$ cat src/sv/sonar_median_change_filter_top_macros.svh
// ----------------------------------------------------------------------------
// Sonar median change filter assertion macros
// Concurrent assertion shorthands on clock and reset for the filter modules.
// ----------------------------------------------------------------------------
`ifndef SONAR_MEDIAN_CHANGE_FILTER_TOP_MACROS_SVH
`define SONAR_MEDIAN_CHANGE_FILTER_TOP_MACROS_SVH

// condition holds at every clock edge out of reset
`define SMCF_ASSERT(label, cond, msg) \
   label: assert property (@(posedge clock) disable iff (reset) (cond)) else $error(msg);

// antecedent implies consequent in the same cycle
`define SMCF_ASSERT_IMPLY(label, ante, cons, msg) \
   label: assert property (@(posedge clock) disable iff (reset) (ante) |-> (cons)) \
      else $error(msg);

`endif

$ cat src/sv/smcf_pkg.sv
// ----------------------------------------------------------------------------
// Sonar median change filter package
// Field widths, register indexes, reset values and divider handshake types.
// ----------------------------------------------------------------------------
package smcf_pkg;

   localparam int ECHO_W  = 16;
   localparam int SERVO_W = 16;
   localparam int ANGLE_W = 8;
   localparam int DIST_W  = 10;
   localparam int USEC_W  = 8;
   localparam int STEP_W  = 8;
   localparam int TOL_W   = 10;

   localparam int CSR_IDX_W  = 3;
   localparam int CSR_DATA_W = 16;

   localparam int DIV_N_W   = 16;
   localparam int DIV_D_W   = 8;
   localparam int DIV_CNT_W = $clog2(DIV_N_W);

   localparam logic [CSR_IDX_W-1:0] CSR_USEC_PER_CM        = 3'd0;
   localparam logic [CSR_IDX_W-1:0] CSR_MAX_DISTANCE_CM    = 3'd1;
   localparam logic [CSR_IDX_W-1:0] CSR_SERVO_CENTER       = 3'd2;
   localparam logic [CSR_IDX_W-1:0] CSR_SERVO_STEP         = 3'd3;
   localparam logic [CSR_IDX_W-1:0] CSR_DISTANCE_TOLERANCE = 3'd4;

   localparam logic [USEC_W-1:0]  RST_USEC_PER_CM        = 8'd58;
   localparam logic [DIST_W-1:0]  RST_MAX_DISTANCE_CM    = 10'd400;
   localparam logic [SERVO_W-1:0] RST_SERVO_CENTER       = 16'd1500;
   localparam logic [STEP_W-1:0]  RST_SERVO_STEP         = 8'd10;
   localparam logic [TOL_W-1:0]   RST_DISTANCE_TOLERANCE = 10'd2;

   localparam logic [ANGLE_W-1:0] ANGLE_POS_MAX = 8'h7F;
   localparam logic [ANGLE_W-1:0] ANGLE_NEG_MIN = 8'h80;

   typedef struct packed {
      logic               start;
      logic [DIV_N_W-1:0] dividend;
      logic [DIV_D_W-1:0] divisor;
   } div_req_type;

   typedef struct packed {
      logic               done;
      logic [DIV_N_W-1:0] quotient;
   } div_rsp_type;

endpackage

$ cat src/sv/smcf_div.sv
// ----------------------------------------------------------------------------
// Sonar median change filter divider
// Restoring unsigned divider, one quotient bit per cycle, nonzero divisor.
// ----------------------------------------------------------------------------
module smcf_div import smcf_pkg::*; (
   input  logic        clock,
   input  logic        reset,
   input  div_req_type div_req,
   output div_rsp_type div_rsp
);

   logic                 busy_ff, busy_in;
   logic                 done_ff, done_in;
   logic [DIV_CNT_W-1:0] count_ff, count_in;
   logic [DIV_D_W-1:0]   rem_ff, rem_in;
   logic [DIV_N_W-1:0]   quo_ff, quo_in;
   logic [DIV_D_W-1:0]   div_ff, div_in;
   logic [DIV_D_W:0]     trial;
   logic                 fits;

   assign trial = {rem_ff, quo_ff[DIV_N_W-1]};
   assign fits  = (trial >= {1'b0, div_ff});

   always_comb begin
      busy_in  = busy_ff;
      done_in  = 1'b0;
      count_in = count_ff;
      rem_in   = rem_ff;
      quo_in   = quo_ff;
      div_in   = div_ff;
      if (div_req.start) begin
         busy_in  = 1'b1;
         count_in = '0;
         rem_in   = '0;
         quo_in   = div_req.dividend;
         div_in   = div_req.divisor;
      end else if (busy_ff) begin
         rem_in   = fits ? DIV_D_W'(trial - {1'b0, div_ff}) : trial[DIV_D_W-1:0];
         quo_in   = {quo_ff[DIV_N_W-2:0], fits};
         count_in = count_ff + 1'b1;
         if (count_ff == DIV_CNT_W'(DIV_N_W - 1)) begin
            busy_in = 1'b0;
            done_in = 1'b1;
         end
      end
   end

   always_ff @(posedge clock) begin
      if (reset) begin
         busy_ff  <= 1'b0;
         done_ff  <= 1'b0;
         count_ff <= '0;
      end else begin
         busy_ff  <= busy_in;
         done_ff  <= done_in;
         count_ff <= count_in;
      end
      rem_ff <= rem_in;
      quo_ff <= quo_in;
      div_ff <= div_in;
   end

   assign div_rsp.done     = done_ff;
   assign div_rsp.quotient = quo_ff;

endmodule

$ cat src/sv/smcf_rank.sv
// ----------------------------------------------------------------------------
// Sonar median change filter ranker
// Visit one candidate slot a cycle and rank it against the whole window.
// ----------------------------------------------------------------------------
module smcf_rank import smcf_pkg::*; #(
   parameter int WINDOW = 5,
   parameter int SLOT_W = 3
) (
   input  logic              clock,
   input  logic              reset,
   input  logic              start,
   input  logic [DIST_W-1:0] ring_dist [WINDOW],
   output logic              done,
   output logic [SLOT_W-1:0] slot
);

   localparam logic [SLOT_W-1:0] TARGET = SLOT_W'((WINDOW - 1) / 2);
   localparam logic [SLOT_W-1:0] LAST   = SLOT_W'(WINDOW - 1);

   logic              busy_ff;
   logic              done_ff;
   logic [SLOT_W-1:0] cand_ff;
   logic [SLOT_W-1:0] slot_ff;
   logic [SLOT_W-1:0] rank;
   logic [DIST_W-1:0] cand_dist;

   assign cand_dist = ring_dist[cand_ff];

   always_comb begin
      rank = '0;
      for (int j = 0; j < WINDOW; j++) begin
         rank = rank + SLOT_W'((ring_dist[j] < cand_dist) ||
                               ((ring_dist[j] == cand_dist) && (SLOT_W'(j) < cand_ff)));
      end
   end

   always_ff @(posedge clock) begin
      if (reset) begin
         busy_ff <= 1'b0;
         done_ff <= 1'b0;
         cand_ff <= '0;
      end else begin
         done_ff <= 1'b0;
         if (start) begin
            busy_ff <= 1'b1;
            cand_ff <= '0;
         end else if (busy_ff) begin
            if (rank == TARGET || cand_ff == LAST) begin
               busy_ff <= 1'b0;
               done_ff <= 1'b1;
               slot_ff <= (rank == TARGET) ? cand_ff : '0;
            end else begin
               cand_ff <= cand_ff + 1'b1;
            end
         end
      end
   end

   assign done = done_ff;
   assign slot = slot_ff;

endmodule

$ cat src/sv/sonar_median_change_filter_top.sv
// ----------------------------------------------------------------------------
// Sonar median change filter
// Echo to distance and compare to angle through one shared divider, a ring of
// WINDOW samples, median pick and report on change.
//
//   channel  dir  beat payload (low bit first)
//   req_     in   echo_usec[15:0], servo_compare[31:16]
//   rsp_     out  angle_deg[7:0], distance_cm[17:8], zero pad
//   csr_     in   register index and data, one write per enabled cycle
//
// A nonzero echo passes through the divider twice, distance then angle, then the ranker
// once the ring is full and a decision step; a zero echo is taken and dropped.
// The serial divider sets most of the time that an item takes.
// req_tready is low while an item is at work; a waiting result holds rsp_.
// A report stalls in the decision state only while the previous one waits.
// Reset is synchronous; the ring holds no defined value until written.
// ----------------------------------------------------------------------------
`include "sonar_median_change_filter_top_macros.svh"

module sonar_median_change_filter_top import smcf_pkg::*; #(
   parameter int WINDOW = 5
) (
   input  logic                  clock,
   input  logic                  reset,
   input  logic                  req_tvalid,
   output logic                  req_tready,
   input  logic [31:0]           req_tdata,   // echo_usec, servo_compare
   output logic                  rsp_tvalid,
   input  logic                  rsp_tready,
   output logic [23:0]           rsp_tdata,   // angle_deg, distance_cm
   input  logic                  csr_wr_en,
   input  logic [CSR_IDX_W-1:0]  csr_wr_index,
   input  logic [CSR_DATA_W-1:0] csr_wr_data
);

   localparam int SLOT_W = (WINDOW > 1) ? $clog2(WINDOW) : 1;
   localparam logic [SLOT_W-1:0] LAST_SLOT = SLOT_W'(WINDOW - 1);

   typedef enum logic [2:0] {
      ST_IDLE,
      ST_DIST,
      ST_ANG,
      ST_RANK,
      ST_DECIDE
   } state_type;

   state_type          state_ff;
   logic [USEC_W-1:0]  usec_per_cm_ff;
   logic [DIST_W-1:0]  max_distance_ff;
   logic [SERVO_W-1:0] servo_center_ff;
   logic [STEP_W-1:0]  servo_step_ff;
   logic [TOL_W-1:0]   tolerance_ff;

   logic [SERVO_W-1:0] servo_ff;
   logic               neg_ff;
   logic [DIST_W-1:0]  dist_ff;
   logic [SLOT_W-1:0]  write_slot_ff;
   logic               ring_full_ff;
   logic [ANGLE_W-1:0] last_angle_ff;
   logic [DIST_W-1:0]  last_dist_ff;
   logic [ANGLE_W-1:0] med_angle_ff;
   logic [DIST_W-1:0]  med_dist_ff;
   logic               emit_ff;
   logic               rsp_valid_ff;
   logic [ANGLE_W-1:0] rsp_angle_ff;
   logic [DIST_W-1:0]  rsp_dist_ff;
   logic [DIST_W-1:0]  ring_dist_ff  [WINDOW];
   logic [ANGLE_W-1:0] ring_angle_ff [WINDOW];

   div_req_type        div_req_ff;
   div_rsp_type        div_rsp;
   logic               rank_start_ff;
   logic               rank_done;
   logic [SLOT_W-1:0]  rank_slot;

   logic [ECHO_W-1:0]  req_echo;
   logic [SERVO_W-1:0] req_servo;
   logic [SERVO_W:0]   servo_diff;
   logic [DIV_N_W-1:0] servo_mag;
   logic [DIST_W-1:0]  dist_calc;
   logic [ANGLE_W-1:0] angle_calc;
   logic               ring_wr;
   logic [ANGLE_W-1:0] pick_angle;
   logic [DIST_W-1:0]  pick_dist;
   logic [DIST_W-1:0]  pick_delta;
   logic               pick_emit;

   assign req_echo  = req_tdata[ECHO_W-1:0];
   assign req_servo = req_tdata[ECHO_W+SERVO_W-1:ECHO_W];

   assign servo_diff = {1'b0, servo_ff} - {1'b0, servo_center_ff};
   assign servo_mag  = servo_diff[SERVO_W] ? DIV_N_W'(-servo_diff) : servo_diff[DIV_N_W-1:0];

   always_comb begin
      if (usec_per_cm_ff == '0) begin
         dist_calc = max_distance_ff;
      end else if (div_rsp.quotient > DIV_N_W'(max_distance_ff)) begin
         dist_calc = max_distance_ff;
      end else begin
         dist_calc = div_rsp.quotient[DIST_W-1:0];
      end
      if (neg_ff) begin
         angle_calc = (div_rsp.quotient > DIV_N_W'(128)) ? ANGLE_NEG_MIN
                    : ANGLE_W'(8'd0 - div_rsp.quotient[ANGLE_W-1:0]);
      end else begin
         angle_calc = (div_rsp.quotient > DIV_N_W'(127)) ? ANGLE_POS_MAX
                    : div_rsp.quotient[ANGLE_W-1:0];
      end
   end

   assign ring_wr = (state_ff == ST_ANG) && div_rsp.done;

   assign pick_angle = ring_angle_ff[rank_slot];
   assign pick_dist  = ring_dist_ff[rank_slot];
   assign pick_delta = (pick_dist > last_dist_ff) ? pick_dist - last_dist_ff
                                                 : last_dist_ff - pick_dist;
   assign pick_emit  = (pick_angle != last_angle_ff) || (pick_delta > tolerance_ff);

   always_ff @(posedge clock) begin
      if (ring_wr) begin
         ring_dist_ff[write_slot_ff]  <= dist_ff;
         ring_angle_ff[write_slot_ff] <= angle_calc;
      end
   end

   always_ff @(posedge clock) begin
      if (reset) begin
         state_ff         <= ST_IDLE;
         usec_per_cm_ff   <= RST_USEC_PER_CM;
         max_distance_ff  <= RST_MAX_DISTANCE_CM;
         servo_center_ff  <= RST_SERVO_CENTER;
         servo_step_ff    <= RST_SERVO_STEP;
         tolerance_ff     <= RST_DISTANCE_TOLERANCE;
         write_slot_ff    <= '0;
         ring_full_ff     <= 1'b0;
         last_angle_ff    <= '0;
         last_dist_ff     <= '0;
         rsp_valid_ff     <= 1'b0;
         div_req_ff.start <= 1'b0;
         rank_start_ff    <= 1'b0;
      end else begin
         div_req_ff.start <= 1'b0;
         rank_start_ff    <= 1'b0;
         if (rsp_valid_ff && rsp_tready) begin
            rsp_valid_ff <= 1'b0;
         end
         if (csr_wr_en) begin
            case (csr_wr_index)
               CSR_USEC_PER_CM:        usec_per_cm_ff  <= csr_wr_data[USEC_W-1:0];
               CSR_MAX_DISTANCE_CM:    max_distance_ff <= csr_wr_data[DIST_W-1:0];
               CSR_SERVO_CENTER:       servo_center_ff <= csr_wr_data[SERVO_W-1:0];
               CSR_SERVO_STEP:         servo_step_ff   <= csr_wr_data[STEP_W-1:0];
               CSR_DISTANCE_TOLERANCE: tolerance_ff    <= csr_wr_data[TOL_W-1:0];
               default: ;
            endcase
         end
         case (state_ff)
            ST_IDLE: begin
               if (req_tvalid && req_echo != '0) begin
                  servo_ff            <= req_servo;
                  div_req_ff.start    <= 1'b1;
                  div_req_ff.dividend <= req_echo;
                  div_req_ff.divisor  <= (usec_per_cm_ff == '0) ? DIV_D_W'(1) : usec_per_cm_ff;
                  state_ff            <= ST_DIST;
               end
            end
            ST_DIST: begin
               if (div_rsp.done) begin
                  dist_ff             <= dist_calc;
                  neg_ff              <= servo_diff[SERVO_W];
                  div_req_ff.start    <= 1'b1;
                  div_req_ff.dividend <= servo_mag;
                  div_req_ff.divisor  <= (servo_step_ff == '0) ? DIV_D_W'(1) : servo_step_ff;
                  state_ff            <= ST_ANG;
               end
            end
            ST_ANG: begin
               if (div_rsp.done) begin
                  if (write_slot_ff == LAST_SLOT) begin
                     write_slot_ff <= '0;
                     ring_full_ff  <= 1'b1;
                     rank_start_ff <= 1'b1;
                     state_ff      <= ST_RANK;
                  end else begin
                     write_slot_ff <= write_slot_ff + 1'b1;
                     if (ring_full_ff) begin
                        rank_start_ff <= 1'b1;
                        state_ff      <= ST_RANK;
                     end else begin
                        state_ff <= ST_IDLE;
                     end
                  end
               end
            end
            ST_RANK: begin
               if (rank_done) begin
                  med_angle_ff <= pick_angle;
                  med_dist_ff  <= pick_dist;
                  emit_ff      <= pick_emit;
                  state_ff     <= ST_DECIDE;
               end
            end
            ST_DECIDE: begin
               if (!emit_ff) begin
                  state_ff <= ST_IDLE;
               end else if (!rsp_valid_ff || rsp_tready) begin
                  rsp_valid_ff  <= 1'b1;
                  rsp_angle_ff  <= med_angle_ff;
                  rsp_dist_ff   <= med_dist_ff;
                  last_angle_ff <= med_angle_ff;
                  last_dist_ff  <= med_dist_ff;
                  state_ff      <= ST_IDLE;
               end
            end
            default: state_ff <= ST_IDLE;
         endcase
      end
   end

   smcf_div u_div (
      .clock   (clock),
      .reset   (reset),
      .div_req (div_req_ff),
      .div_rsp (div_rsp)
   );

   smcf_rank #(
      .WINDOW (WINDOW),
      .SLOT_W (SLOT_W)
   ) u_rank (
      .clock     (clock),
      .reset     (reset),
      .start     (rank_start_ff),
      .ring_dist (ring_dist_ff),
      .done      (rank_done),
      .slot      (rank_slot)
   );

   assign req_tready = (state_ff == ST_IDLE);
   assign rsp_tvalid = rsp_valid_ff;
   assign rsp_tdata  = {6'b0, rsp_dist_ff, rsp_angle_ff};

   `SMCF_ASSERT_IMPLY(a_div_done_state, div_rsp.done, (state_ff == ST_DIST || state_ff == ST_ANG), "divider result outside a divide state")
   `SMCF_ASSERT_IMPLY(a_rank_done_state, rank_done, (state_ff == ST_RANK), "rank result outside rank state")
   `SMCF_ASSERT_IMPLY(a_last_matches_rsp, rsp_valid_ff, (last_angle_ff == rsp_angle_ff && last_dist_ff == rsp_dist_ff), "last report differs from pending beat")
   `SMCF_ASSERT(a_slot_in_range, (32'(write_slot_ff) < WINDOW), "write slot beyond window")

endmodule
$ cat config.mk
export PLATFORM = sky130hd
export DESIGN_NAME = sonar_median_change_filter_top
export DESIGN_NICKNAME = d
export VERILOG_FILES = /design/src/sv/smcf_pkg.sv /design/src/sv/smcf_div.sv /design/src/sv/smcf_rank.sv /design/src/sv/sonar_median_change_filter_top.sv
export VERILOG_INCLUDE_DIRS = /design/src /design/src/sv
export SDC_FILE = /design/constraint.sdc
export NUM_CORES = 1
export LEC_CHECK = 0
export ABC_AREA = 1
export CAP_MARGIN = 10
export CORE_UTILIZATION = 65
export CTS_CLUSTER_SIZE = 14
export DETAILED_ROUTE_END_ITERATION = 12
export DONT_BUFFER_PORTS = 1
export GPL_ROUTABILITY_DRIVEN = 0
export PLACE_DENSITY = 0.85
export RECOVER_POWER = 25
export SETUP_SLACK_MARGIN = 0.1
export SLEW_MARGIN = 20
export SYNTH_ARGS = -nofsm -noshare
export SYNTH_HDL_FRONTEND = slang
export SYNTH_SLANG_ARGS = --single-unit
$ cat constraint.sdc
create_clock -name clock -period 12.25 [get_ports clock]
set_input_delay 2.45 -clock clock [delete_from_list [all_inputs] [get_ports clock]]
set_output_delay 2.45 -clock clock [all_outputs]
set_load 0.05 [all_outputs]
Word level (Yosys, flattened, before mapping)
Memories as Yosys holds them, arrays and structs flattened. A register that Yosys moved wholly into a read port is not among the register bits.
Cells that the tools add are included.
W data, S select, Z words.
{"block": "word_totals", "reg_bits": 264, "mem_count": 1, "ram_bits": 40}
{"block": "op_classes", "n_reduce_logical": 46, "muxes": 52, "bitwise_logic": 10, "n_eq_ne": 23, "order_cmp": 20, "add_sub_neg": 13}
{"name": "ring_angle_ff", "words": 5, "word_bits": 8, "read_ports": 1, "rd_ports_with_merged_regs": 1, "wr": 1, "line_no": "sonar_median_change_filter_top.sv:68", "rtl": "logic [ANGLE_W-1:0] ring_angle_ff [WINDOW];"}
{"operator": "$mux W10", "n": 8}
{"operator": "$bmux W10 S3", "n": 2}
{"operator": "$bwmux W50", "n": 1}
{"operator": "$eq A10 B10 Y1", "n": 5}
{"operator": "$lt A10 B10 Y1", "n": 5}
{"operator": "$mux W25", "n": 2}
{"operator": "$pmux W25 S2", "n": 1}
{"operator": "$mux W16", "n": 3}
{"operator": "$mux W8", "n": 6}
{"operator": "$demux W10 S3", "n": 1}
{"operator": "$mux W3", "n": 9}
{"operator": "$gt A10 B10 Y1", "n": 2}
{"operator": "$sub A10 B10 Y10", "n": 2}
{"operator": "$sub A16 B16 Y17", "n": 1}
{"operator": "$gt A16 B10 Y1", "n": 1}
{"operator": "$gt A16 B7 Y1 const B", "n": 1}
{"operator": "$gt A16 B8 Y1 const B", "n": 1}
{"operator": "$logic_not A8 Y1", "n": 2}
{"operator": "$mux W1", "n": 16}
{"operator": "$neg A16 Y16", "n": 1}
{"operator": "$reduce_bool A16 Y1", "n": 1}
{"operator": "$eq A3 B2 Y1 const B", "n": 5}
{"operator": "$pmux W3 S5", "n": 1}
{"operator": "$reduce_and A3 Y1", "n": 5}
{"operator": "31 further kinds", "n": 82}

Longest topological paths before layout
Gate-level depths: netlist (run 1).
{"block": "logic_depth", "word_depth": 16, "ltp_mapped": 27}

Cells and area by module
From an unflattened synthesis (run 1), not the netlist that was laid out.
{"block": "hier_totals", "hier_cells": 2001, "hier_area_um2": 17030.1}
{"module": "sonar_median_change_filter_top", "instances": 1, "cells_each": 1421, "seq_area_each_um2": 6946.7, "area_each_um2": 12896.1}
{"module": "smcf_rank", "instances": 1, "cells_each": 341, "seq_area_each_um2": 190.2, "area_each_um2": 2115.8}
{"module": "smcf_div", "instances": 1, "cells_each": 239, "seq_area_each_um2": 1001.0, "area_each_um2": 2018.2}

Worst setup path before layout (run 1)
No wires, ideal clock.
{"block": "synth_timing", "path_kind": "in2reg", "startpoint": "input req_tdata[0]", "endpoint": "register div_req_ff[0] (netlist bit) (enable)", "required_time_ns": 11.837, "path_stages": 9, "arrival_time_ns": 4.653, "path_slack_ns": 7.184, "setup_ns": 0.413, "path_buffers": 1, "path_cell_list": "inv_1 > nand3_1 > nor2_1 > nand3_1 > nand2_1 > nor3_1 > inv_1 > clkbuf_1 > a21oi_1"}
{"block": "synth_between", "elab_chain_len": 4}
{"element": "from (decl)", "line_no": "sonar_median_change_filter_top.sv:27", "rtl": "input logic [31:0] req_tdata,"}
{"element": "$reduce_bool A16 Y1", "line_no": "sonar_median_change_filter_top.sv:159", "rtl": "if (req_tvalid && req_echo != '0) begin"}
{"element": "$logic_and A1 B1 Y1", "line_no": "sonar_median_change_filter_top.sv:159"}
{"element": "$ne A2 B1 Y1 (no line)"}
{"element": "$reduce_and A4 Y1 (no line)"}
{"element": "to (decl)", "line_no": "sonar_median_change_filter_top.sv:70", "rtl": "div_req_type div_req_ff;"}
No other way between the ends.
A chain may end at the register's enable or synchronous reset.

==> results by group, run 1 <==
Setup path
  • FF-to-FF path depth: 24
  • Family with the most delay on the worst path: adder cells
  • Crit. End Element: flop
  • Crit Path Class: reg2reg
  • Crit-path max FO: 33
  • Critical Path AT: approximately 6700 ps
  • CP Buf/Inv Count: 4
  • WP data required: around 13,000 ps
  • Setup slack, reg-to-reg: approximately 6000 ps
  • Crit path depth: 24
  • CP max stage cell: dfxtp_1
  • CP peak stage delay: just under 700 ps
  • CP Cell Sequence: inv_1 > o21ai_0 > a21oi_1 > a211oi_1 > ha_1 > nand4_1 > nor4_1 > o21ai_0 > o211ai_1 > o21ai_0 > ha_1 > inv_1 > fa_1 > inv_1 > ha_1 > inv_1 > fa_1 > nor2_1 > nand2_1 > nand2_1 > nand2_1 > nor2_1 > nand2_1 > o21ai_0
  • CP Launch Type: flop

Hold path
  • WHS Path Cells: 0
  • Min-delay worst type: reg2reg

Synthesis
  • Synth Register Bits: 307
  • Yosys cell types: between 50 and 60
  • Cell count after synthesis: between 1.5k and 2k
  • Synth Flop Type: edfxtp_1
  • Count of warnings emitted by yosys: 0
  • Synthesized cell area: about 0.017 sq mm
  • Most common cell in the netlist: nand2_1
  • Synth top area cells: edfxtp_1 (37%), dfxtp_1 (12%), ha_1 (9.2%)
  • Post-Syn Area per Cell: approximately 9 sq um
  • Post-synth EDFFs: slightly above 200
  • Post-synth top cells: nand2_1 (345), inv_1 (273), edfxtp_1 (205)
  • Yosys top cell area share: 36.96%
  • Register area share after synthesis: around half
  • Post-synth ARST share: 0%
  • Post-synth top area cell: edfxtp_1

Pwr
  • Tot Pwr: approximately 2.5 mW
  • PwrDens: 141.4 mW/mm^2
  • P_leak: 7.491 nW
  • VDD IR max: 0.0001233 V

Place
  • Detailed placement HPWL: roughly 30,000 microns
  • Pre-CTS setup slack: approximately 6300 ps
  • PortBufs: 0

Floorplan
  • Top Ports: 82
  • Die H: ~160 microns
  • Initial Util: 66.14%
  • Core outline area: 0.02518 sq mm
  • Die ar.: ~0.026 sq mm
  • Placement Rows: 58
  • Die width: approximately 160 microns

Global route
  • Grt met3 use: between 5 and 6%
  • Grt peak-use layer: met2
  • GR Util met2: between 50% and 60%
  • First-pass GRT wire length: between 60,000 and 70,000 microns
  • Number of global-route vias before repair: approximately 13k
  • GR Util All Layers: about a third
  • Met1 usage: between 30 and 40%
  • Initial antenna violation count: 0
  • GRT overflow: 0
  • Largest net degree at the start of global routing: 69

STA
  • Final Hold Fails: 0
  • Slew HR: -6.366%
  • Max-slew violation count: 39
  • Crit share post-route: roughly half
  • Slew @ Worst Pin: approximately 1600 ps
  • Layout Skew: just over 7 ps
  • RSZ-0062 raised after global routing: no
  • Min Tclk post-route: 6234 ps
  • Max Freq: 0.1604 GHz
  • Final WS setup: roughly 6000 ps
  • Hold Worst Slack: between 400 and 500 ps
  • Post-Route Setup TNS: 0 ps
  • # setup viols final: 0

Drt
  • Total number of vias: between 10k and 15k
  • Vias per cell: around 6
  • Drt pass-1 iters: 6
  • Routed WL per cell: ~19 microns
  • Drt initial violations: 1,664
  • Post-route ant nets: 0
  • Routed wire length: between 40,000 and 50,000 microns
  • Post-route DRC: 0

Run
  • Maxcap violations: 1

Clock network
  • Clk sinks: approximately 310
  • Postcts setup bufs: 0
  • Bufs on Longest Clock Path: 3
  • Post-cts gate resize count: 0
  • Clock insertion delay at the later pin of the skew report: between 500 and 600 ps
  • Worst-path clk slew: 60 ps
  • CTS root buffer: clkbuf_16
  • CTS Hold Buffers Added: 0
  • # H-tree levels: 1
  • CTS buffer count: 30
  • CTS tree: yes

Final layout
  • P&R area growth vs syn: 7.947%
  • Share of cells above drive strength 1: around 5.8%
  • Finished Core Util: between 70% and 80%
  • Layout Nets: approximately 2.1k
  • Antenna Cells: 0

Status
  • Failing checks: max-capacitance violations, max-slew violations
  • Status: finished, violations left
[per-stage QoR]
step | cells | area [sq um]
3_5_place_dp | 2197 | 16950
3_3_place_gp | 2197 | 16950
2_1_floorplan | 1909 | 16670
5_1_grt | 2255 | 17980
6_report | 2255 | 17980
4_1_cts | 2253 | 17950
[state kept, by name (all words and copies together) (netlist names), 10 cells and up, named ones only]
| register | count |
|---|---|
| last_dist_ff | 10 |
| ring_angle_ff | 40 |
| servo_ff | 16 |
| rsp_dist_ff | 10 |
| u_div.quo_ff | 16 |
| dist_ff | 10 |
| ring_dist_ff | 50 |
| div_req_ff | 25 |
| max_distance_ff | 10 |
| tolerance_ff | 10 |
| med_dist_ff | 10 |
| servo_center_ff | 16 |
[layout make-up]
class	instances	area [sq um]
clock buffer	43	903.4
clock inverter	13	98.84
fill	1773	7202
inverter	281	1055
multi-input combinational	1268	7203
sequential	307	8198
tap	330	412.9
timing repair buffer	13	108.9
[routing by layer]
layer,vias up,share of wire (%)
li1,6439,-
met1,6260,38
met2,745,48
met3,162,9.6
met4,0,4.5
met5,-,0
[worst reg2reg max path: stages, from the launching register on]
cell      delay [ps]
dfxtp_1          690
inv_1            590
o21ai_0          300
a21oi_1           60
a211oi_1         680
ha_1             260
nand4_1          140
nor4_1           290
o21ai_0          150
o211ai_1         110
o21ai_0          130
ha_1             290
inv_1             50
fa_1             520
inv_1             40
ha_1             180
inv_1             60
fa_1             410
nor2_1           130
nand2_1          120
nand2_1          110
nand2_1           80
nor2_1           450
nand2_1          160
o21ai_0          130
[final timing paths]
check | startpoint | end
worst max-delay path | u_rank.cand_ff[0]$_SDFFE_PP0P_ | flop
worst min-delay path | div_req_ff[7]$_DFFE_PP_ | u_div.div_ff[7]$_DFFE_PP_
worst max register to register | u_rank.cand_ff[0]$_SDFFE_PP0P_ | flop
worst min register to register | div_req_ff[7]$_DFFE_PP_ | u_div.div_ff[7]$_DFFE_PP_
[cells by family (layout without fill, tap and decap cells)]
| logic type | count (synthesis) | in the layout | synth area share (%) |
|---|---|---|---|
| AND/OR/NAND/NOR | 686 | 686 | 17.53 |
| buffers and inverters | 334 | 350 | 7.865 |
| adder cells (fa/ha/maj) | 128 | 128 | 9.886 |
| other | 1 | 6 | 0.02251 |
| XOR/XNOR | 24 | 24 | 1.262 |
| multiplexers | 1 | 1 | 0.06010 |
| flip-flops | 307 | 307 | 49.22 |
| AO/OA/AOI/OAI | 423 | 423 | 14.16 |
[where the power goes]
group	total [mW]	internal [mW]	switching, mW	leakage, nW
sequential	1.21	1.18	0.0371	2.70
combinational	0.405	0.126	0.278	4.30
clock	0.925	0.534	0.391	0.492
total	2.54	1.84	0.706	7.49
[cell usage in the layout (no fill, tap or decap), types with 6 or more instances in the layout]
cell	synthesis	layout
fa_1	6	6
nor2_2	8	8
clkbuf_16	0	33
nand3_1	96	96
o21ai_1	8	8
nand2_1	345	345
nand2_2	20	20
a211oi_1	12	12
clkbuf_1	35	7
nand4_1	15	15
o211ai_1	32	32
xor2_1	17	17
inv_1	273	274
a31oi_1	9	9
a21oi_1	154	153
buf_4	7	10
conb_1	1	6
nor2_1	163	161
inv_2	7	6
edfxtp_1	205	205
nor3_1	21	20
o21ai_0	163	163
xnor2_1	7	7
dfxtp_1	102	102
o22ai_1	18	18
ha_1	122	122
(Power assumes the default switching activity.)
==> run 2: changes to the inputs <==
--- a/config.mk
+++ b/config.mk
@@ -8,12 +8,12 @@
 export LEC_CHECK = 0
 export ABC_AREA = 1
 export CAP_MARGIN = 10
-export CORE_UTILIZATION = 65
+export CORE_UTILIZATION = 58
 export CTS_CLUSTER_SIZE = 14
 export DETAILED_ROUTE_END_ITERATION = 12
 export DONT_BUFFER_PORTS = 1
 export GPL_ROUTABILITY_DRIVEN = 0
-export PLACE_DENSITY = 0.85
+export PLACE_DENSITY = 0.8
 export RECOVER_POWER = 25
 export SETUP_SLACK_MARGIN = 0.1
 export SLEW_MARGIN = 20
==> constraint.sdc (replaced) <==
create_clock -name clock -period 5 [get_ports clock]
set_input_delay 1 -clock clock [delete_from_list [all_inputs] [get_ports clock]]
set_output_delay 1 -clock clock [all_outputs]
set_load 0.05 [all_outputs]
==> run 2 against run 1 <==
  * The run still ends with max-capacitance violations, max-slew violations left
  * Hold slack improved by 0.75 ps
  * Die area up 12%
  * Maximum frequency increased by 34%
  * Clock skew is 16 ps higher
  * First-iteration DRC count is 9.9% lower
  * Combinational power rose by 140%
  * Register-to-register slack got worse by 5700 ps
  * Largest power group unchanged
  * Clock power grew to 2.6 times the previous value
  * Utilization is 6.0 points lower
  * Sequential cell count unchanged
==> results by group, run 2 (synthesis gave the netlist of run 1 again) <==
Status
  • Status: finished, violations left
  • Failing checks: max-capacitance violations, max-slew violations

STA
  • Final Hold Fails: 0 (unchanged)
  • Layout Skew: 22.92 ps (+15.82 ps)
  • Min Tclk post-route: 4646 ps (-1588 ps)
  • Crit share post-route: 92.92% (+42 points)
  • RSZ-0062 raised after global routing: no
  • Slew HR: -7.309% (-0.94 points)
  • Max Freq: 0.2152 GHz (+34%)
  • Max-slew violation count: 40 (+2.6%)
  • Post-Route Setup TNS: 0 ps (unchanged)
  • Slew @ Worst Pin: 1610 ps (+14.15 ps)
  • # setup viols final: 0 (unchanged)

Setup path
  • Critical Path AT: 4870 ps (-1830 ps)
  • Crit Path Class: reg2reg
  • Crit-path max FO: 5 (-85%)
  • Crit. End Element: flop
  • WP data required: 5230 ps (-7480 ps)
  • CP Launch Type: flop

Drt
  • Drt pass-1 iters: 6 (unchanged)
  • Drt initial violations: 1,499 (-9.9%)
  • Routed wire length: 40,880 microns (-2.1%)
  • Total number of vias: 13.57k (-0.29%)
  • Vias per cell: 5.823 (-3.5%)
  • Post-route ant nets: 0 (unchanged)
  • Routed WL per cell: 17.55 microns (-5.3%)
  • Post-route DRC: 0 (unchanged)

Final layout
  • Share of cells above drive strength 1: 8.094% (+2.3 points)
  • P&R area growth vs syn: 9.998%
  • Finished Core Util: 65.41% (-6.0 points)
  • Top reg by flops: ring_dist_ff
  • Largest registers: ring_dist_ff: 50 flops, ring_angle_ff: 40 flops, div_req_ff: 25 flops
  • Commonest non-fill, non-tap cell in the layout: nand2_1
  • Most frequent cells in the layout: nand2_1 (343), inv_1 (269), edfxtp_1 (205)
  • Layout Nets: 2,111 (+1.2%)
  • Antenna Cells: 0 (unchanged)
  • Max reg flops: 50 (unchanged)
  • Design area: 0.01832 sq mm (+1.9%)
  • Post-route insts no fill: 2,330 (+3.3%)

Pwr
  • VDD IR max: 0.0002980 V (+140%)
  • P_leak: 7.625 nW (+1.8%)
  • PwrDens: 346.7 mW/mm^2 (+150%)
  • Tot Pwr: 6.352 mW (+150%)

Floorplan
  • Placement Rows: 61 (+5.2%)
  • Die width: 171.5 microns (+5.8%)
  • Die H: 171.5 microns (+5.8%)
  • Top Ports: 82 (unchanged)
  • Die ar.: 0.02940 sq mm (+12%)
  • Core outline area: 0.02801 sq mm (+11%)
  • Initial Util: 59.46% (-6.7 points)

Run
  • Maxcap violations: 1 (unchanged)

Clock network
  • CTS tree: yes
  • CTS root buffer: clkbuf_16
  • Clock insertion delay at the later pin of the skew report: 520 ps (-40 ps)
  • Bufs on Longest Clock Path: 3 (unchanged)
  • Clk sinks: 307 (unchanged)
  • CTS Hold Buffers Added: 0 (unchanged)
  • Worst-path clk slew: 60 ps (about the same)
  • CTS buffer count: 34 (+13%)
  • # H-tree levels: 2 (+1)

Place
  • Placed Area: 0.01716 sq mm (+1.2%)
  • Post-placement cell count: 2,265 (+3.1%)
  • PortBufs: 0 (unchanged)
  • Detailed placement HPWL: 29,580 microns (-1.5%)

Global route
  • Number of global-route vias before repair: 12.89k (+0.016%)
  • First-pass GRT wire length: 64,360 microns (-2.0%)
  • Initial antenna violation count: 0 (unchanged)
  • GRT overflow: 0 (unchanged)
  • GR Util All Layers: 28.13% (-3.9 points)
  • Largest net degree at the start of global routing: 43 (-38%)

Hold path
  • Min-delay worst type: reg2reg
run 2: layout make-up:
cell class	count	area [sq um]
sequential	307	8203
timing repair buffer	35	256.5
fill	2200	9689
inverter	281	1062
tap	378	473.0
clock buffer	54	988.4
clock inverter	7	66.31
multi-input combinational	1268	7272
run 2: repair_timing:
action	in CTS	in global routing
endpoints found under the setup margin	0	15
gates resized for setup	0	30
buffers inserted	0	3
run 2: critical path, stage by stage, from the launching register on:
cell	delay, ps
dfxtp_4	360
nor2_2	240
buf_4	180
o21ai_0	80
o22ai_1	220
nor2_2	110
ha_1	300
nand2_1	90
nor2_1	220
o211ai_1	130
o2111ai_1	110
o31ai_1	120
ha_1	290
inv_1	50
fa_1	520
inv_1	40
ha_1	180
inv_1	60
fa_1	420
nor2_2	130
nand2_2	90
nand2_2	70
nand2_1	80
nor2_2	120
buf_4	160
run 2: where the power goes:
part / total [mW] / switching (mW) / internal, mW
sequential: 2.97 / 0.0909 / 2.88
combinational: 0.992 / 0.677 / 0.315
clock: 2.39 / 0.976 / 1.41
total: 6.35 / 1.74 / 4.61
run 2: worst paths after layout:
check | start | end | slack [ps] | depth (start not counted)
max | u_rank.cand_ff[1]$_SDFFE_PP0P_ | u_rank.slot[1]$_SDFFCE_PP0P_ | 350 | 24
min reg2reg | div_req_ff[5]$_DFFE_PP_ | u_div.div_ff[5]$_DFFE_PP_ | 420 | 0
min | div_req_ff[5]$_DFFE_PP_ | u_div.div_ff[5]$_DFFE_PP_ | 420 | 0
max reg2reg | u_rank.cand_ff[1]$_SDFFE_PP0P_ | u_rank.slot[1]$_SDFFCE_PP0P_ | 350 | 24
run 2: stage by stage:
stage                     hold WS, ps  setup slack, ps
after floorplan                 400.3            276.2
after global placement          403.7            286.4
after detailed placement        405.6            177.5
after CTS                       419.5            157.3
after global routing            422.8            28.91
final                           418.5            353.8
run 2: routing by layer:
layer | track usage (%) | vias to the layer above | wire, microns
li1 | - | 6492 | -
met1 | 34.90 | 6292 | 16270
met2 | 48.48 | 652 | 19540
met3 | 4.694 | 131 | 3559
met4 | 11.68 | 0 | 1509
met5 | 0 | - | 0
==> run 3: changes to the inputs <==
--- a/config.mk
+++ b/config.mk
@@ -13,7 +13,7 @@
 export DETAILED_ROUTE_END_ITERATION = 12
 export DONT_BUFFER_PORTS = 1
 export GPL_ROUTABILITY_DRIVEN = 0
-export PLACE_DENSITY = 0.8
+export PLACE_DENSITY = 0.73
 export RECOVER_POWER = 25
 export SETUP_SLACK_MARGIN = 0.1
 export SLEW_MARGIN = 20
==> run 3 against run 2 <==
  * The run still ends with max-capacitance violations, max-slew violations left
  * Design area increased by 1.4%
  * Via count decreased by 1.2%
  * Sequential share of layout area decreased by 0.60 points
  * Highest routed layer unchanged
==> results by group, run 3 (synthesis gave the netlist of run 1 again) <==
Drt
  • Post-route ant nets: 0 (unchanged)
  • Max Used Layer: met4
  • Met2 wire length: 19,820 microns (+1.4%)
  • Post-route DRC: 0 (unchanged)
  • Total number of vias: 13.40k (-1.2%)
  • Routed WL per cell: 17.86 microns (+1.8%)
  • Drt pass-1 iters: 6 (unchanged)
  • WL met3: 3085 microns (-13%)
  • Drt initial violations: 1,193 (-20%)
  • Vias per cell: 5.711 (-1.9%)
  • Met1 WL: 17,090 microns (+5.1%)
  • Routed wire length: 41,930 microns (+2.6%)

Pwr
  • Tot Pwr: 6.249 mW (-1.6%)
  • Sequential fraction of design power: 47.6% (+0.8 points)
  • VDD IR max: 0.0003043 V (+2.1%)
  • P_leak: 7.708 nW (+1.1%)
  • Switching Fraction: 27.39% (-0.065 points)
  • Clock power frac: 36.8% (-0.8 points)
  • PwrDens: 336.3 mW/mm^2 (-3.0%)
  • P_sw: 1.711 mW (-1.9%)
  • Internal Power: 4.537 mW (-1.5%)
  • Combinational cell fraction of total power: 15.7% (about the same)

Final layout
  • Most frequent cells in the layout: nand2_1 (342), inv_1 (267), edfxtp_1 (205)
  • Largest registers: ring_dist_ff: 50 flops, ring_angle_ff: 40 flops, div_req_ff: 25 flops
  • P&R area growth vs syn: 11.57%
  • Layout Nets: 2,128 (+0.81%)
  • Fillers: 2,246 (+2.1%)
  • Antenna Cells: 0 (unchanged)
  • Commonest non-fill, non-tap cell in the layout: nand2_1
  • Top reg by flops: ring_dist_ff
  • Post-route insts no fill: 2,347 (+0.73%)
  • Register area: 0.008209 sq mm (about the same)
  • Share of cells above drive strength 1: 9.650% (+1.6 points)
  • Max reg flops: 50 (unchanged)
  • Multi-input gate area: 0.007388 sq mm (+1.6%)

STA
  • Layout Skew: 18.02 ps (-4.903 ps)
  • Final Hold Fails: 0 (unchanged)
  • # setup viols final: 0 (unchanged)
  • Slew HR: -56.72% (-49 points)
  • Slew @ Worst Pin: 2351 ps (+741.2 ps)
  • Max-slew violation count: 104 (+160%)
  • RSZ-0062 raised after global routing: yes
  • Max Freq: 0.2062 GHz (-4.2%)
  • Crit share post-route: 97.00% (+4.1 points)
  • Min Tclk post-route: 4850 ps (+203.9 ps)

Global route
  • Largest net degree at the start of global routing: 64 (+49%)
  • GRT overflow: 0 (unchanged)
  • GR Util All Layers: 28.59% (+0.45 points)
  • Initial antenna violation count: 0 (unchanged)
  • Number of global-route vias before repair: 12.50k (-3.0%)
  • First-pass GRT wire length: 65,290 microns (+1.4%)

Setup path
  • Worst R2R Start: u_rank.cand_ff[0]$_SDFFE_PP0P_
  • Worst Setup SP: u_rank.cand_ff[0]$_SDFFE_PP0P_
  • Crit. End Element: flop
  • Critical Path AT: 5290 ps (+420 ps)
  • CP Launch Type: flop
  • Crit-path max FO: 7 (+2)
  • Crit Path Class: reg2reg
  • WP data required: 5440 ps (+210 ps)

Clock network
  • CTS tree: yes
  • Clock insertion delay at the later pin of the skew report: 560 ps (+40 ps)
  • Worst-path clk slew: 60 ps (about the same)
  • CTS root buffer: clkbuf_16
  • CTS Hold Buffers Added: 0 (unchanged)
  • # H-tree levels: 1 (-1)
  • Clk sinks: 307 (unchanged)
  • CTS buffer count: 31 (-8.8%)
  • Bufs on Longest Clock Path: 3 (unchanged)

Floorplan
  • Die ar.: 0.02940 sq mm (unchanged)
  • Die H: 171.5 microns (unchanged)
  • Placement Rows: 61 (unchanged)
  • Top Ports: 82 (unchanged)
  • Die width: 171.5 microns (unchanged)
  • Core outline area: 0.02801 sq mm (unchanged)
  • Initial Util: 59.46% (unchanged)

Hold path
  • Min-delay worst type: reg2reg
  • HP Start: div_req_ff[7]$_DFFE_PP_

Run
  • Maxcap violations: 2 (+1)

Status
  • Failing checks: max-capacitance violations, max-slew violations
  • Status: finished, violations left

Place
  • Detailed placement HPWL: 30,570 microns (+3.4%)
  • PortBufs: 0 (unchanged)
  • Post-placement cell count: 2,268 (+0.13%)
-- run 3: cell count changes in the layout (fill, tap and decap cells not counted), sizes merged --
| cell | delta |
|---|---|
| clkbuf | -12 |
| clkinv | +6 |
| clkinvlp | +5 |
| buf | +18 |
| bufinv | +1 |
| inv | -1 |
-- run 3: critical path: stages (launching register included) --
cell	delay, ps
dfxtp_4	350
buf_6	130
nor3_4	160
buf_6	170
clkinvlp_4	190
buf_4	200
o211ai_1	490
ha_1	260
nor2_1	50
o211ai_1	150
o2111ai_1	120
o31ai_1	100
ha_1	310
inv_2	60
fa_1	400
inv_1	70
ha_2	160
inv_2	40
fa_1	530
nor2_1	50
nand2_2	100
nand2_2	80
nand2_2	80
nor2_4	50
buf_6	120
o21ai_0	310
-- run 3: layer usage --
layer,vias to the layer above,GRT usage [%]
met4,0,11.72
li1,6515,-
met1,6160,36.28
met2,578,48.55
met3,151,4.533
met5,-,0
-- run 3: layout make-up --
cell class | instances | share of cell area, %
timing repair buffer | 54 | 2.208
clock inverter | 17 | 0.7406
timing repair inverter | 1 | 0.04040
tap | 378 | 2.545
clock buffer | 41 | 4.774
multi-input combinational | 1268 | 39.76
inverter | 281 | 5.757
sequential | 307 | 44.18
-- run 3: path summary, 6_finish.rpt --
| kind | endpoint | slack [ps] | depth (start not counted) |
|---|---|---|---|
| hold reg to reg | u_div.div_ff[7]$_DFFE_PP_ | 430 | 0 |
| hold / removal | u_div.div_ff[7]$_DFFE_PP_ | 430 | 0 |
| setup reg to reg | flop | 150 | 25 |
| setup / recovery | flop | 150 | 25 |
-- run 3: power by group through the flow --
stage	clock [mW]	combinational (mW)	sequential [mW]
after floorplan	0	0.769	2.99
after global placement	0	0.931	3.02
after detailed placement	0	0.964	3.03
after CTS	2.33	0.974	2.97
after global routing	2.42	1.12	2.99
final	2.30	0.979	2.97
-- run 3: stage by stage --
stage               cell area [sq um]  setup slack [ps]  util [%]  setup TNS [ps]  hold slack [ps]
finish                          18580             149.8     66.34               0            427.8
global route                    18580            -74.99     66.34          -150.0            439.3
CTS                             18210             118.7     65.00               0            432.2
detailed placement              17180            -26.32     61.33          -78.93            412.2
global placement                17180             1.603     61.33               0            409.5
floorplan                       16670             276.2         -               0            400.3
-- run 3: timing repair --
action                                  CTS  global route
cloned                                    0             2
resized for setup                         1            57
setup buffers                             0            19
endpoints found under the setup margin    9            15
pin swaps                                 0            15
